<file path="src/rtl/core/assert_macros.svh">
// Assertion macros shared by the queue RTL.
// No dependencies; included by files that carry concurrent checks.
`ifndef ASSERT_MACROS_SVH
`define ASSERT_MACROS_SVH

// Same-cycle implication, disabled in reset.
`define FQS_ASSERT_IMP(lbl, clk_s, rst_s, ante, cons) \
  lbl: assert property (@(posedge clk_s) disable iff (rst_s) (ante) |-> (cons)) \
    else $error("fqs: assertion failed");

// Next-cycle implication, disabled in reset.
`define FQS_ASSERT_NXT(lbl, clk_s, rst_s, ante, cons) \
  lbl: assert property (@(posedge clk_s) disable iff (rst_s) (ante) |=> (cons)) \
    else $error("fqs: assertion failed");

`endif

</file>
<file path="src/rtl/core/fqs_pkg.sv">
// Package for the FIFO queue with search: field widths, action and status codes.
// No dependencies; used by the interfaces, fqs_ctrl and the top level.
package fqs_pkg;

  localparam int FQS_DEPTH    = 16;
  localparam int FQS_DATA_W   = 32;
  localparam int FQS_ACTION_W = 2;
  localparam int FQS_STATUS_W = 2;
  localparam int FQS_POS_W    = 5;

  typedef enum logic [FQS_ACTION_W-1:0] {
    ACT_ENQ    = 2'd0,
    ACT_DEQ    = 2'd1,
    ACT_VIEW   = 2'd2,
    ACT_SEARCH = 2'd3
  } fqs_action_t;

  typedef enum logic [FQS_STATUS_W-1:0] {
    ST_OK       = 2'd0,
    ST_FULL     = 2'd1,
    ST_EMPTY    = 2'd2,
    ST_NOTFOUND = 2'd3
  } fqs_status_t;

endpackage

</file>
<file path="src/rtl/core/fqs_if.sv">
// Valid/ready channel interfaces for the queue: command items in, result items out.
// Depends on fqs_pkg for field widths.
interface fqs_cmd_if import fqs_pkg::*; ();
  logic                           valid;
  logic                           ready;
  logic        [FQS_ACTION_W-1:0] action;
  logic signed [FQS_DATA_W-1:0]   data_value;

  modport source (output valid, action, data_value, input ready);
  modport sink (input valid, action, data_value, output ready);
endinterface

interface fqs_rsp_if import fqs_pkg::*; ();
  logic                           valid;
  logic                           ready;
  logic        [FQS_STATUS_W-1:0] status;
  logic signed [FQS_DATA_W-1:0]   out_value;
  logic        [FQS_POS_W-1:0]    position;
  logic                           last;

  modport source (output valid, status, out_value, position, last, input ready);
  modport sink (input valid, status, out_value, position, last, output ready);
endinterface

</file>
<file path="src/rtl/core/fqs_ram.sv">
// Generic simple dual-port RAM: one write port, one read port with registered read data.
// No dependencies.
module fqs_ram #(
  parameter int WIDTH = 32,
  parameter int DEPTH = 16
) (
  input  logic                     clk,
  input  logic                     wr_en,
  input  logic [$clog2(DEPTH)-1:0] wr_addr,
  input  logic [WIDTH-1:0]         wr_data,
  input  logic                     rd_en,
  input  logic [$clog2(DEPTH)-1:0] rd_addr,
  output logic [WIDTH-1:0]         rd_data
);

  logic [WIDTH-1:0] mem [DEPTH];

  always_ff @(posedge clk) begin
    if (wr_en) begin
      mem[wr_addr] <= wr_data;
    end
    if (rd_en) begin
      rd_data <= mem[rd_addr];
    end
  end

endmodule

</file>
<file path="src/rtl/core/fqs_ctrl.sv">
// Queue sequencer: head and count registers, store access and the result register.
// Depends on fqs_pkg, fqs_if and assert_macros.svh; drives one fqs_ram.
`include "assert_macros.svh"

module fqs_ctrl import fqs_pkg::*; #(
  parameter int QUEUE_DEPTH = FQS_DEPTH,
  parameter int IW          = $clog2(QUEUE_DEPTH)
) (
  input  logic                  clk,
  input  logic                  rst,
  fqs_cmd_if.sink               cmd,
  fqs_rsp_if.source             rsp,
  output logic                  wr_en,
  output logic [IW-1:0]         wr_addr,
  output logic [FQS_DATA_W-1:0] wr_data,
  output logic                  rd_en,
  output logic [IW-1:0]         rd_addr,
  input  logic [FQS_DATA_W-1:0] rd_data
);

  localparam int CW = $clog2(QUEUE_DEPTH + 1);

  typedef enum logic [1:0] {
    S_IDLE,
    S_EXEC,
    S_WALK
  } state_t;

  state_t                  state;
  fqs_action_t             act;
  logic [FQS_DATA_W-1:0]   key;
  logic [IW-1:0]           head;
  logic [CW-1:0]           count;
  logic [IW-1:0]           ptr;
  logic [CW-1:0]           idx;

  logic                    cmd_acc;
  logic                    out_free;
  logic                    full;
  logic                    empty;
  logic [CW:0]             tail_sum;
  logic [CW:0]             tail_wrap;
  logic [IW-1:0]           head_next;
  logic [IW-1:0]           ptr_next;
  logic [CW-1:0]           idx_inc;
  logic                    idx_last;
  logic                    hit;
  logic                    walk_read;
  logic                    walk_start;
  logic                    rsp_load;

  assign cmd.ready = (state == S_IDLE);
  assign cmd_acc   = cmd.valid && cmd.ready;
  assign out_free  = !rsp.valid || rsp.ready;
  assign full      = (count == CW'(QUEUE_DEPTH));
  assign empty     = (count == '0);

  assign tail_sum  = (CW+1)'(head) + (CW+1)'(count);
  assign tail_wrap = (tail_sum >= (CW+1)'(QUEUE_DEPTH)) ?
                     tail_sum - (CW+1)'(QUEUE_DEPTH) : tail_sum;
  assign head_next = (head == IW'(QUEUE_DEPTH - 1)) ? '0 : head + IW'(1);
  assign ptr_next  = (ptr == IW'(QUEUE_DEPTH - 1)) ? '0 : ptr + IW'(1);
  assign idx_inc   = idx + CW'(1);
  assign idx_last  = (idx_inc == count);
  assign hit       = (rd_data == key);
  assign walk_start = (act == ACT_VIEW || act == ACT_SEARCH) && !empty;

  always_comb begin
    walk_read = 1'b0;
    if (state == S_WALK && !idx_last) begin
      if (act == ACT_VIEW) begin
        walk_read = out_free;
      end else begin
        walk_read = !hit;
      end
    end
  end

  always_comb begin
    rsp_load = 1'b0;
    if (out_free) begin
      if (state == S_EXEC) begin
        rsp_load = !walk_start;
      end else if (state == S_WALK) begin
        rsp_load = (act == ACT_VIEW) || hit || idx_last;
      end
    end
  end

  assign wr_en   = (state == S_EXEC) && (act == ACT_ENQ) && !full && out_free;
  assign wr_addr = tail_wrap[IW-1:0];
  assign wr_data = key;
  assign rd_en   = ((state == S_EXEC) && walk_start) || walk_read;
  assign rd_addr = (state == S_EXEC) ? head : ptr;

  always_ff @(posedge clk) begin
    if (rst) begin
      state     <= S_IDLE;
      rsp.valid <= 1'b0;
      head      <= '0;
      count     <= '0;
    end else begin
      if (rsp_load) begin
        rsp.valid <= 1'b1;
      end else if (rsp.ready) begin
        rsp.valid <= 1'b0;
      end
      unique case (state)
        S_IDLE: begin
          if (cmd_acc) begin
            act   <= fqs_action_t'(cmd.action);
            key   <= cmd.data_value;
            state <= S_EXEC;
          end
        end
        S_EXEC: begin
          if (walk_start) begin
            ptr   <= head_next;
            idx   <= '0;
            state <= S_WALK;
          end else if (out_free) begin
            rsp.out_value <= '0;
            rsp.position  <= '0;
            rsp.last      <= 1'b1;
            unique case (act)
              ACT_ENQ: begin
                if (full) begin
                  rsp.status <= ST_FULL;
                end else begin
                  rsp.status <= ST_OK;
                  count      <= count + CW'(1);
                end
              end
              ACT_DEQ: begin
                if (empty) begin
                  rsp.status <= ST_EMPTY;
                end else begin
                  rsp.status <= ST_OK;
                  head       <= head_next;
                  count      <= count - CW'(1);
                end
              end
              default: begin
                rsp.status <= ST_EMPTY;
              end
            endcase
            state <= S_IDLE;
          end
        end
        S_WALK: begin
          if (act == ACT_VIEW) begin
            if (out_free) begin
              rsp.status    <= ST_OK;
              rsp.out_value <= rd_data;
              rsp.position  <= '0;
              rsp.last      <= idx_last;
              if (idx_last) begin
                state <= S_IDLE;
              end else begin
                ptr <= ptr_next;
                idx <= idx_inc;
              end
            end
          end else if (hit || idx_last) begin
            if (out_free) begin
              rsp.status    <= hit ? ST_OK : ST_NOTFOUND;
              rsp.out_value <= '0;
              rsp.position  <= hit ? FQS_POS_W'(idx_inc) : '0;
              rsp.last      <= 1'b1;
              state         <= S_IDLE;
            end
          end else begin
            ptr <= ptr_next;
            idx <= idx_inc;
          end
        end
        default: begin
          state <= S_IDLE;
        end
      endcase
    end
  end

  `FQS_ASSERT_IMP(a_count_bound, clk, rst, 1'b1, count <= CW'(QUEUE_DEPTH))
  `FQS_ASSERT_NXT(a_write_grows, clk, rst, wr_en, count == $past(count) + CW'(1))
  `FQS_ASSERT_IMP(a_walk_nonempty, clk, rst, state == S_WALK, count != '0)
  `FQS_ASSERT_NXT(a_accept_exec, clk, rst, cmd_acc, state == S_EXEC)

endmodule

</file>
<file path="src/rtl/core/fifo_queue_with_search.sv">
// Top level of the FIFO queue with search: sequencer plus entry store.
// Depends on fqs_pkg, fqs_if, fqs_ram and fqs_ctrl.
//
//   channel  dir  fields                                  handshake
//   cmd      in   action, data_value                      valid/ready
//   rsp      out  status, out_value, position, last       valid/ready
//
// Enqueue and dequeue: the item is registered on accept; EXEC loads the result once rsp
// is free and returns to IDLE, where ready is high again. View of n entries: results from
// the head, one per cycle while rsp is not stalled, last on the nth. Search reads on to a hit
// or the nth entry. Each step is one read through the single read port of the entry RAM.
// A stalled rsp holds a view walk and a search result; the next cmd item is taken while the
// last result still waits. Synchronous reset clears head and count; no clearing pass.
module fifo_queue_with_search import fqs_pkg::*; #(
  parameter int QUEUE_DEPTH = FQS_DEPTH
) (
  input  logic      clk,
  input  logic      rst,
  fqs_cmd_if.sink   cmd,
  fqs_rsp_if.source rsp
);

  localparam int IW = $clog2(QUEUE_DEPTH);

  logic                  wr_en;
  logic [IW-1:0]         wr_addr;
  logic [FQS_DATA_W-1:0] wr_data;
  logic                  rd_en;
  logic [IW-1:0]         rd_addr;
  logic [FQS_DATA_W-1:0] rd_data;

  fqs_ctrl #(
    .QUEUE_DEPTH (QUEUE_DEPTH),
    .IW          (IW)
  ) u_ctrl (
    .clk     (clk),
    .rst     (rst),
    .cmd     (cmd),
    .rsp     (rsp),
    .wr_en   (wr_en),
    .wr_addr (wr_addr),
    .wr_data (wr_data),
    .rd_en   (rd_en),
    .rd_addr (rd_addr),
    .rd_data (rd_data)
  );

  fqs_ram #(
    .WIDTH (FQS_DATA_W),
    .DEPTH (QUEUE_DEPTH)
  ) u_store (
    .clk     (clk),
    .wr_en   (wr_en),
    .wr_addr (wr_addr),
    .wr_data (wr_data),
    .rd_en   (rd_en),
    .rd_addr (rd_addr),
    .rd_data (rd_data)
  );

endmodule
</file>
<file path="src/flat_wrapper.sv">
// flat-port wrapper written by rule: the top's interface ports become plain ports
module fifo_queue_with_search_flat import fqs_pkg::*;
#(
  parameter int QUEUE_DEPTH = FQS_DEPTH
)
  (clk, rst, cmd_valid, cmd_action, cmd_data_value, cmd_ready, rsp_valid, rsp_status, rsp_out_value, rsp_position, rsp_last, rsp_ready);
  fqs_cmd_if cmd_i ();
  fqs_rsp_if rsp_i ();
  input  logic clk;
  input  logic rst;
  input wire logic [$bits(cmd_i.valid)-1:0] cmd_valid;
  input wire logic [$bits(cmd_i.action)-1:0] cmd_action;
  input wire logic [$bits(cmd_i.data_value)-1:0] cmd_data_value;
  output wire logic [$bits(cmd_i.ready)-1:0] cmd_ready;
  output wire logic [$bits(rsp_i.valid)-1:0] rsp_valid;
  output wire logic [$bits(rsp_i.status)-1:0] rsp_status;
  output wire logic [$bits(rsp_i.out_value)-1:0] rsp_out_value;
  output wire logic [$bits(rsp_i.position)-1:0] rsp_position;
  output wire logic [$bits(rsp_i.last)-1:0] rsp_last;
  input wire logic [$bits(rsp_i.ready)-1:0] rsp_ready;
  assign cmd_i.valid = cmd_valid;
  assign cmd_i.action = cmd_action;
  assign cmd_i.data_value = cmd_data_value;
  assign cmd_ready = cmd_i.ready;
  assign rsp_valid = rsp_i.valid;
  assign rsp_status = rsp_i.status;
  assign rsp_out_value = rsp_i.out_value;
  assign rsp_position = rsp_i.position;
  assign rsp_last = rsp_i.last;
  assign rsp_i.ready = rsp_ready;
  fifo_queue_with_search #(.QUEUE_DEPTH(QUEUE_DEPTH)) u_core (.clk(clk), .rst(rst), .cmd(cmd_i), .rsp(rsp_i));
endmodule
</file>
<file path="config.mk">
export PLATFORM = sky130hd
export DESIGN_NAME = fifo_queue_with_search_flat
export DESIGN_NICKNAME = d
export VERILOG_FILES = /design/src/rtl/core/fqs_pkg.sv /design/src/rtl/core/fqs_if.sv /design/src/rtl/core/fqs_ram.sv /design/src/rtl/core/fqs_ctrl.sv /design/src/rtl/core/fifo_queue_with_search.sv /design/src/flat_wrapper.sv
export VERILOG_INCLUDE_DIRS = /design/src /design/src/rtl/core
export SDC_FILE = /design/constraint.sdc
export NUM_CORES = 1
export LEC_CHECK = 0
export BUFFER_PORTS_ARGS = -buffer_cell sky130_fd_sc_hd__buf_2
export CORE_MARGIN = 1.5
export CORE_UTILIZATION = 60
export CTS_CLUSTER_DIAMETER = 40
export DETAILED_ROUTE_END_ITERATION = 16
export PLACE_DENSITY = 0.83
export SLEW_MARGIN = 20
export SYNTH_ARGS = -nofsm -noshare
export SYNTH_HDL_FRONTEND = slang
export SYNTH_SLANG_ARGS = --single-unit
export TNS_END_PERCENT = 100
</file>
<file path="constraint.sdc">
create_clock -name clk -period 6.65 [get_ports clk]
set_input_delay 0.3325 -clock clk [delete_from_list [all_inputs] [get_ports clk]]
set_output_delay 0.3325 -clock clk [all_outputs]
set_load 0.005 [all_outputs]
</file>
==> impl_metrics.csv, run 1 <==
group,metric,value,unit
run_status,status,"finished, final reports clean",
pwr,p_int,7.23,mW
worst_setup_path,max_stage_delay,0.81,ns
synth,syn_avg_cell_area,19.1,um2
placed_design,place_ws,2.86,ns
pwr,max-vdd-ir-drop,0.277,mV
min_path,whs_endpoint,"u_core.u_ctrl.count[3]$_SDFFE_PP0P_",
clocking,cts_sinks,639,
worst_setup_path,r2r_cells,7,
final_layout,drive_gt1_frac,0.257,
drt,viasPerCell,6.52,
drt,first_pass_iters,5,
synth,syn_inst,1323,
drt,drc,0,
floorplanning,placementRows,75,
pwr,p_clk_frac,0.421,
worst_setup_path,worstPathArrival,4.10,ns
global_routing,grt_max_degree,129,
clocking,path_clk_slew,0.05,ns
floorplanning,start_util,0.606,
global_routing,antenna_found_initial,0,
drt,vias,13500,
synth,synth_top_area_share,0.744,
clocking,clockBufferDepth,3,
timing,fin_ws,2.80,ns
synth,synth.area.top_cells,"edfxtp_1 (74%), mux4_2 (11%), nand2_1 (2.2%)",
synth,ys_warn_count,0,
final_layout,antennaDiodeCount,0,
drt,wl_per_cell,28.4,um
worst_setup_path,criticalPathCategory,"register to register",
pwr,power_density,320,nW/um2
synth,synth_edf_count,627,
timing,maxSlewHeadroom,0.257,
floorplanning,core,41800,um2
worst_setup_path,crit_required,6.90,ns
worst_setup_path,cp-start-kind,"register",
pwr,seqPwrFrac,0.488,
timing,final.setup.tns,0,ns
min_path,holdPathStages,2,
synth,ys_types,50,
worst_setup_path,r2r_end,"u_core.u_ctrl.rsp.out_value[6]$_DFFE_PP_",
clocking,cts_tree,"built",
clocking,clockRootBuffer,"clkbuf_16",
synth,ys_ff_latch,639,
pwr,p_leak,9.61,nW
final_layout,final_util,0.704,
final_layout,layout.nets,1529,
pwr,combPwrFrac,0.091,
global_routing,grt_pass1_wl,88200,um
global_routing,grt.overflow.total,0,
synth,synthFlopType,"edfxtp_1",
timing,period_share,0.579,
synth,synth_area_leader_cell,"edfxtp_1",
worst_setup_path,path_delay_family,"simple AND/OR/NAND/NOR gates",
worst_setup_path,cp-end-kind,"register",
final_layout,area_growth,16.2,%
timing,worstMarginPinSlew,1.11,ns
timing,maxSlewViolCount,0,
clocking,htree_levels,3,
worst_setup_path,path_buf_inv,1,
synth,syn_area,25300,um2
placed_design,portBuffers,79,
global_routing,grt_usage,0.279,
synth,synth-async-reset-ratio,0,
drt,wirelength,58800,um
worst_setup_path,crit_path_cell_trace,"xnor2_1, nand4_1, nor4_1, a211o_2, o21ai_0, nor2_4, buf_4",
clocking,numCtsBuffers,74,
timing,clock-skew-final,0.0203,ns
worst_setup_path,crit_slowest_cell,"nor4_1",
timing,fin_crit,3.85,ns
timing,rsz0062_at_grt,"false",
timing,setup_viol,0,
timing,fmax,0.260,GHz
global_routing,grt_pass1_vias,14100,
drt,route.antenna.remaining_nets,0,
min_path,hold_start,"rst",
min_path,hold_class,"primary input to register",
pwr,power_switching,2.18,mW
floorplanning,die-area,43400,um2
clocking,clk_latency,0.61,ns
timing,hold_violations,0,
flow_run,drv_cap,0,
placed_design,gp_congestion,0.811,
floorplanning,boundaryPins,80,
floorplanning,die_x,208,um
drt,drt_iter0_drc,1605,
placed_design,dpl.hpwl,31300,um
worst_setup_path,rrSetupSlack,2.80,ns
pwr,sw_frac_of_total,0.232,
synth,yosysMostFrequentCell,"edfxtp_1",
floorplanning,fp.dieH,208,um
synth,synth_nets,1376,
worst_setup_path,reg2reg_from,"u_core.u_ctrl.wr_data[23]$_DFFE_PP_",
synth,ys_seq_area_frac,0.753,
worst_setup_path,worstPathMaxFanout,23,
synth,synth_commonest_cells,"edfxtp_1 (627), nand2_1 (146), mux4_2 (128), xnor2_1 (45), nor2_1 (40)",
-- worst max-delay path by stage --
stage	startpoint	end	slack, ns	cells after the start
after floorplan	u_core.u_ctrl.state[0]$_SDFFE_PP0P_	u_core.u_store.rd_data[0]$_DFFE_PP_	2.52	7
after global placement	u_core.u_ctrl.wr_data[23]$_DFFE_PP_	u_core.u_ctrl.rsp.out_value[11]$_DFFE_PP_	3.04	7
after detailed placement	u_core.u_ctrl.wr_data[23]$_DFFE_PP_	u_core.u_ctrl.rsp.out_value[11]$_DFFE_PP_	2.86	7
after CTS	u_core.u_ctrl.wr_data[23]$_DFFE_PP_	u_core.u_ctrl.rsp.out_value[8]$_DFFE_PP_	2.85	7
after global routing	u_core.u_ctrl.wr_data[23]$_DFFE_PP_	u_core.u_ctrl.rsp.out_value[10]$_DFFE_PP_	2.65	7
final	u_core.u_ctrl.wr_data[23]$_DFFE_PP_	u_core.u_ctrl.rsp.out_value[6]$_DFFE_PP_	2.80	7
-- kinds of logic (layout without fill, tap and decap cells) --
kind of cell / count (synthesis) / count (layout) / synth area share
AOI/OAI and AO/OA: 110 / 110 / 0.0331
xor gates and xnor gates: 53 / 53 / 0.0189
adders and majority gates: 15 / 15 / 0.00801
buffers and inverters: 77 / 285 / 0.0163
DFF: 639 / 639 / 0.753
muxes: 141 / 141 / 0.119
and+or+nand+nor: 288 / 288 / 0.0512
-- metal layers --
metal	routed length (um)	global-route usage	vias up
met4	2230	0.120	0
met5	0	0	-
li1	-	-	5596
met1	21800	0.371	6924
met2	29500	0.456	833
met3	5200	0.0549	145
-- power by group through the flow --
stage / clock, mW / combinational (mW) / sequential [mW]
5_1_grt: 4.15 / 0.910 / 4.61
2_1_floorplan: 0 / 0.625 / 4.65
3_5_place_dp: 0 / 0.824 / 4.68
6_report: 3.97 / 0.852 / 4.60
3_3_place_gp: 0 / 0.805 / 4.67
4_1_cts: 4.00 / 0.859 / 4.60
-- through the flow --
step | std cells | total power, mW | hold WS, ns | area, um2
floorplan | 1323 | 5.28 | 0.431 | 25300
detailed placement | 1905 | 5.50 | 0.511 | 26700
global placement | 1894 | 5.48 | 0.507 | 26400
finish | 2070 | 9.42 | 0.113 | 29400
CTS | 2070 | 9.46 | 0.0812 | 29400
global route | 2070 | 9.67 | 0.114 | 29400
-- cell usage in the layout, fill, tap and decap left out, types with 17 or more instances in the layout --
cell type | netlist | routed
mux4_2 | 128 | 128
clkbuf_16 | 0 | 76
a211oi_1 | 17 | 17
xnor2_1 | 45 | 45
dlygate4sd3_1 | 0 | 34
and2_1 | 34 | 33
edfxtp_1 | 627 | 627
nand3_1 | 37 | 37
a31oi_1 | 36 | 36
a211oi_2 | 18 | 18
buf_2 | 15 | 79
nand2_1 | 146 | 146
nor2_4 | 0 | 17
nor2_1 | 40 | 23
-- flip-flops by register name, summed over array words and instances, names as in the netlist --
register	count
u_core.u_ctrl.idx	5
u_core.u_ctrl.rsp.last	1
u_core.u_ctrl.act	2
u_core.u_ctrl.ptr	4
u_core.u_ctrl.rsp.position	5
u_core.u_store.rd_data	32
u_core.u_ctrl.rsp.status	2
u_core.u_ctrl.wr_data	32
u_core.u_ctrl.rsp.out_value	32
u_core.u_ctrl.count	5
u_core.u_ctrl.state	2
u_core.u_store.mem	512
u_core.u_ctrl.head	4
u_core.u_ctrl.rsp.valid	1
-- worst reg2reg max path, cell delays in order (launching register included) --
cell and delay, ns:
edfxtp_1 0.61, xnor2_1 0.47, nand4_1 0.25, nor4_1 0.81
a211o_2 0.31, o21ai_0 0.20, nor2_4 0.41, buf_4 0.45
-- layout make-up --
class,count,area [um2]
sequential,639,19100
fill,2390,12400
multi-input combinational,607,6030
clock buffer,89,1960
timing repair buffer,143,1210
tap,539,674
clock inverter,42,420
inverter,11,41.3
-- what timing repair did --
| item | in CTS | in global routing |
|---|---|---|
| setup buffers | 0 | 0 |
| gates resized for setup | 0 | 0 |
| hold buffers | 34 | 0 |
| hold endpoints to repair | 34 | 0 |
Power figures use the tool's default switching activity.
==> run 2, diff against run 1 <==
--- a/config.mk
+++ b/config.mk
@@ -6,6 +6,7 @@
 export SDC_FILE = /design/constraint.sdc
 export NUM_CORES = 1
 export LEC_CHECK = 0
+export ABC_AREA = 1
 export BUFFER_PORTS_ARGS = -buffer_cell sky130_fd_sc_hd__buf_2
 export CORE_MARGIN = 1.5
 export CORE_UTILIZATION = 60
==> constraint.sdc (replaced) <==
create_clock -name clk -period 4 [get_ports clk]
set_input_delay 0.2 -clock clk [delete_from_list [all_inputs] [get_ports clk]]
set_output_delay 0.2 -clock clk [all_outputs]
set_load 0.005 [all_outputs]
==> run 2 against run 1 <==
Sequential power increased by 84%; clock power increased by 74%; final cell count increased by 44%; critical path type unchanged; synthesized cell count increased by 66%; clock skew increased by 0.0017 ns.
==> impl_metrics.csv, run 2 <==
group,metric,value,unit
synth,synth_area_leader_cell,"edfxtp_1",
final_layout,fillCellCount,2617,
timing,fin_ws,0.636,ns
pwr,sw_frac_of_total,0.336,
timing,final.setup.tns,0,ns
pwr,power_switching,7.00,mW
pwr,max-vdd-ir-drop,0.603,mV
timing,maxSlewHeadroom,0.235,
synth,syn_inst,2192,
timing,fin_crit,3.36,ns
timing,clock-skew-final,0.0220,ns
clocking,cts_tree,"built",
clocking,numCtsBuffers,76,
timing,maxSlewViolCount,0,
pwr,p_int,13.9,mW
clocking,clk_latency,0.60,ns
floorplanning,die_x,213,um
floorplanning,fp.dieH,213,um
global_routing,grt_usage,0.291,
final_layout,largest_reg_flops,512,
placed_design,place_ws,0.678,ns
timing,worstMarginPinSlew,1.14,ns
placed_design,gp_congestion,0.874,
synth,synth_top_area_share,0.711,
synth,ys_warn_count,0,
drt,dr_wl_met3,6100,um
synth,syn_area,26500,um2
drt,drc,0,
global_routing,grt_pass1_vias,17600,
placed_design,dpl.hpwl,36800,um
worst_setup_path,crit_required,4.29,ns
synth,ys_types,27,
floorplanning,boundaryPins,80,
min_path,hold_class,"primary input to register",
worst_setup_path,criticalPathCategory,"register to register",
clocking,clockBufferDepth,3,
floorplanning,die-area,45400,um2
worst_setup_path,cp-start-kind,"register",
clocking,clockRootBuffer,"clkbuf_16",
synth,synthFlopType,"edfxtp_1",
clocking,htree_levels,3,
synth,synth_edf_count,627,
flow_run,drv_cap,0,
synth,ys_ff_latch,639,
drt,first_pass_iters,6,
floorplanning,placementRows,76,
final_layout,antennaDiodeCount,0,
clocking,path_clk_slew,0.06,ns
final_layout,final_common_cell,"edfxtp_1",
synth,yosysMostFrequentCell,"edfxtp_1",
pwr,power_density,677,nW/um2
pwr,seqPwrFrac,0.406,
timing,period_share,0.841,
worst_setup_path,cp-end-kind,"register",
global_routing,antenna_found_initial,1,
final_layout,most-common-layout-cells,"edfxtp_1 (627), nand2_1 (319), inv_1 (313), nand3_1 (191), o21ai_0 (188)",
floorplanning,start_util,0.612,
timing,rsz0062_at_grt,"false",
synth,ys_seq_area_frac,0.720,
synth,synth.area.top_cells,"edfxtp_1 (71%), nand2_1 (4.5%), inv_1 (4.4%)",
clocking,cts_sinks,639,
drt,top_layer_used,"met5",
final_layout,top_register,"u_core.u_store.mem",
placed_design,portBuffers,79,
run_status,status,"finished, final reports clean",
drt,dr_wl_met2,31800,um
synth,synth-async-reset-ratio,0,
drt,vias,17900,
final_layout,drive_gt1_frac,0.121,
timing,fmax,0.297,GHz
final_layout,layout.nets,2381,
global_routing,grt_pass1_wl,98300,um
pwr,p_leak,11.5,nW
synth,syn_avg_cell_area,12.1,um2
drt,wirelength,64800,um
synth,synth_nets,2245,
drt,route.antenna.remaining_nets,0,
pwr,combPwrFrac,0.262,
clocking,cts_resized,0,
drt,drt_iter0_drc,2621,
final_layout,area_growth,16.3,%
global_routing,grt_max_degree,178,
floorplanning,core,43300,um2
worst_setup_path,worstPathArrival,3.65,ns
timing,hold_violations,0,
drt,wl_met1,23800,um
timing,setup_viol,0,
global_routing,grt.overflow.total,0,
pwr,p_clk_frac,0.332,
drt,wl_per_cell,21.8,um
drt,viasPerCell,6.02,
synth,synth_commonest_cells,"edfxtp_1 (627), nand2_1 (320), inv_1 (313), nand3_1 (191), o21ai_0 (189)",
worst_setup_path,worstPathMaxFanout,12,
## run 2: cell count changes in the layout (fill, tap and decap cells not counted), sizes merged, moves of 36 or more
cell,delta
inv,+309
a31oi,-36
nand2,+174
nand3,+154
o211ai,+104
mux4,-128
a21oi,+162
o21ai,+189
## run 2: critical path: stages (launching register included)
cell and delay, ns:
dfxtp_1 0.34, inv_1 0.10, ha_1 0.39, inv_2 0.16, nor2_1 0.19, inv_1 0.08, nor3_1 0.29, buf_4 0.19
nand3_1 0.34, nor2_4 0.59, buf_4 0.36
## run 2: cells by family after synthesis
logic type | synth area share
flip-flops | 0.720
AND/OR/NAND/NOR | 0.0925
AO/OA/AOI/OAI | 0.105
buffers and inverters | 0.0642
XOR/XNOR | 0.0106
adder cells (fa/ha/maj) | 0.00765
## run 2: per-layer routing
| metal | global-route usage | vias up |
|---|---|---|
| met3 | 0.0535 | 206 |
| met4 | 0.162 | 2 |
| met1 | 0.361 | 8574 |
| met2 | 0.485 | 1097 |
| li1 | - | 8021 |
| met5 | 0 | - |
## run 2: final timing paths
check	startpoint	depth (start not counted)	to	slack (ns)
setup / recovery	u_core.u_ctrl.state[1]$_SDFFE_PP0P_	10	u_core.u_store.mem[5][18]$_DFFE_PP_	0.64
hold / removal	cmd_valid	6	u_core.u_ctrl.state[0]$_SDFFE_PP0P_	0.19
hold reg to reg	u_core.u_ctrl.count[4]$_SDFFE_PP0P_	1	u_core.u_ctrl.count[4]$_SDFFE_PP0P_	0.49
setup reg to reg	u_core.u_ctrl.state[1]$_SDFFE_PP0P_	10	u_core.u_store.mem[5][18]$_DFFE_PP_	0.64
## run 2: final cells by class
| cell class | count | area [um2] | area share |
|---|---|---|---|
| clock buffers | 86 | 2000 | 0.0650 |
| clock inverters | 52 | 558 | 0.0181 |
| repair buffers | 174 | 1360 | 0.0441 |
| multi-input cells | 1121 | 5890 | 0.191 |
| well taps | 585 | 732 | 0.0238 |
| flip-flops and latches | 639 | 19100 | 0.619 |
| inverters | 316 | 1190 | 0.0385 |
## run 2: timing repair
action                                 4_1_cts  5_1_grt
hold buffers                                35        0
setup buffers                                0        0
endpoints found under the hold margin       35        0
## run 2: stage by stage
stage                     utilization  total power [mW]  instance area [um2]  std cells  hold slack, ns
after floorplan                     -              12.1                26500       2192           0.269
after global placement          0.645              13.6                27900       2800           0.377
after detailed placement        0.645              13.8                27900       2800           0.378
after CTS                       0.712              20.8                30800       2973           0.166
after global routing            0.712              21.7                30800       2973           0.210
final                           0.712              20.9                30800       2973           0.191
## run 2: power groups by stage
stage | Sequential (mW) | Clock, mW | Combinational (mW)
floorplan | 8.51 | 0 | 3.60
global placement | 8.56 | 0 | 5.03
detailed placement | 8.59 | 0 | 5.24
CTS | 8.45 | 6.98 | 5.37
global route | 8.50 | 7.25 | 5.94
finish | 8.46 | 6.92 | 5.47
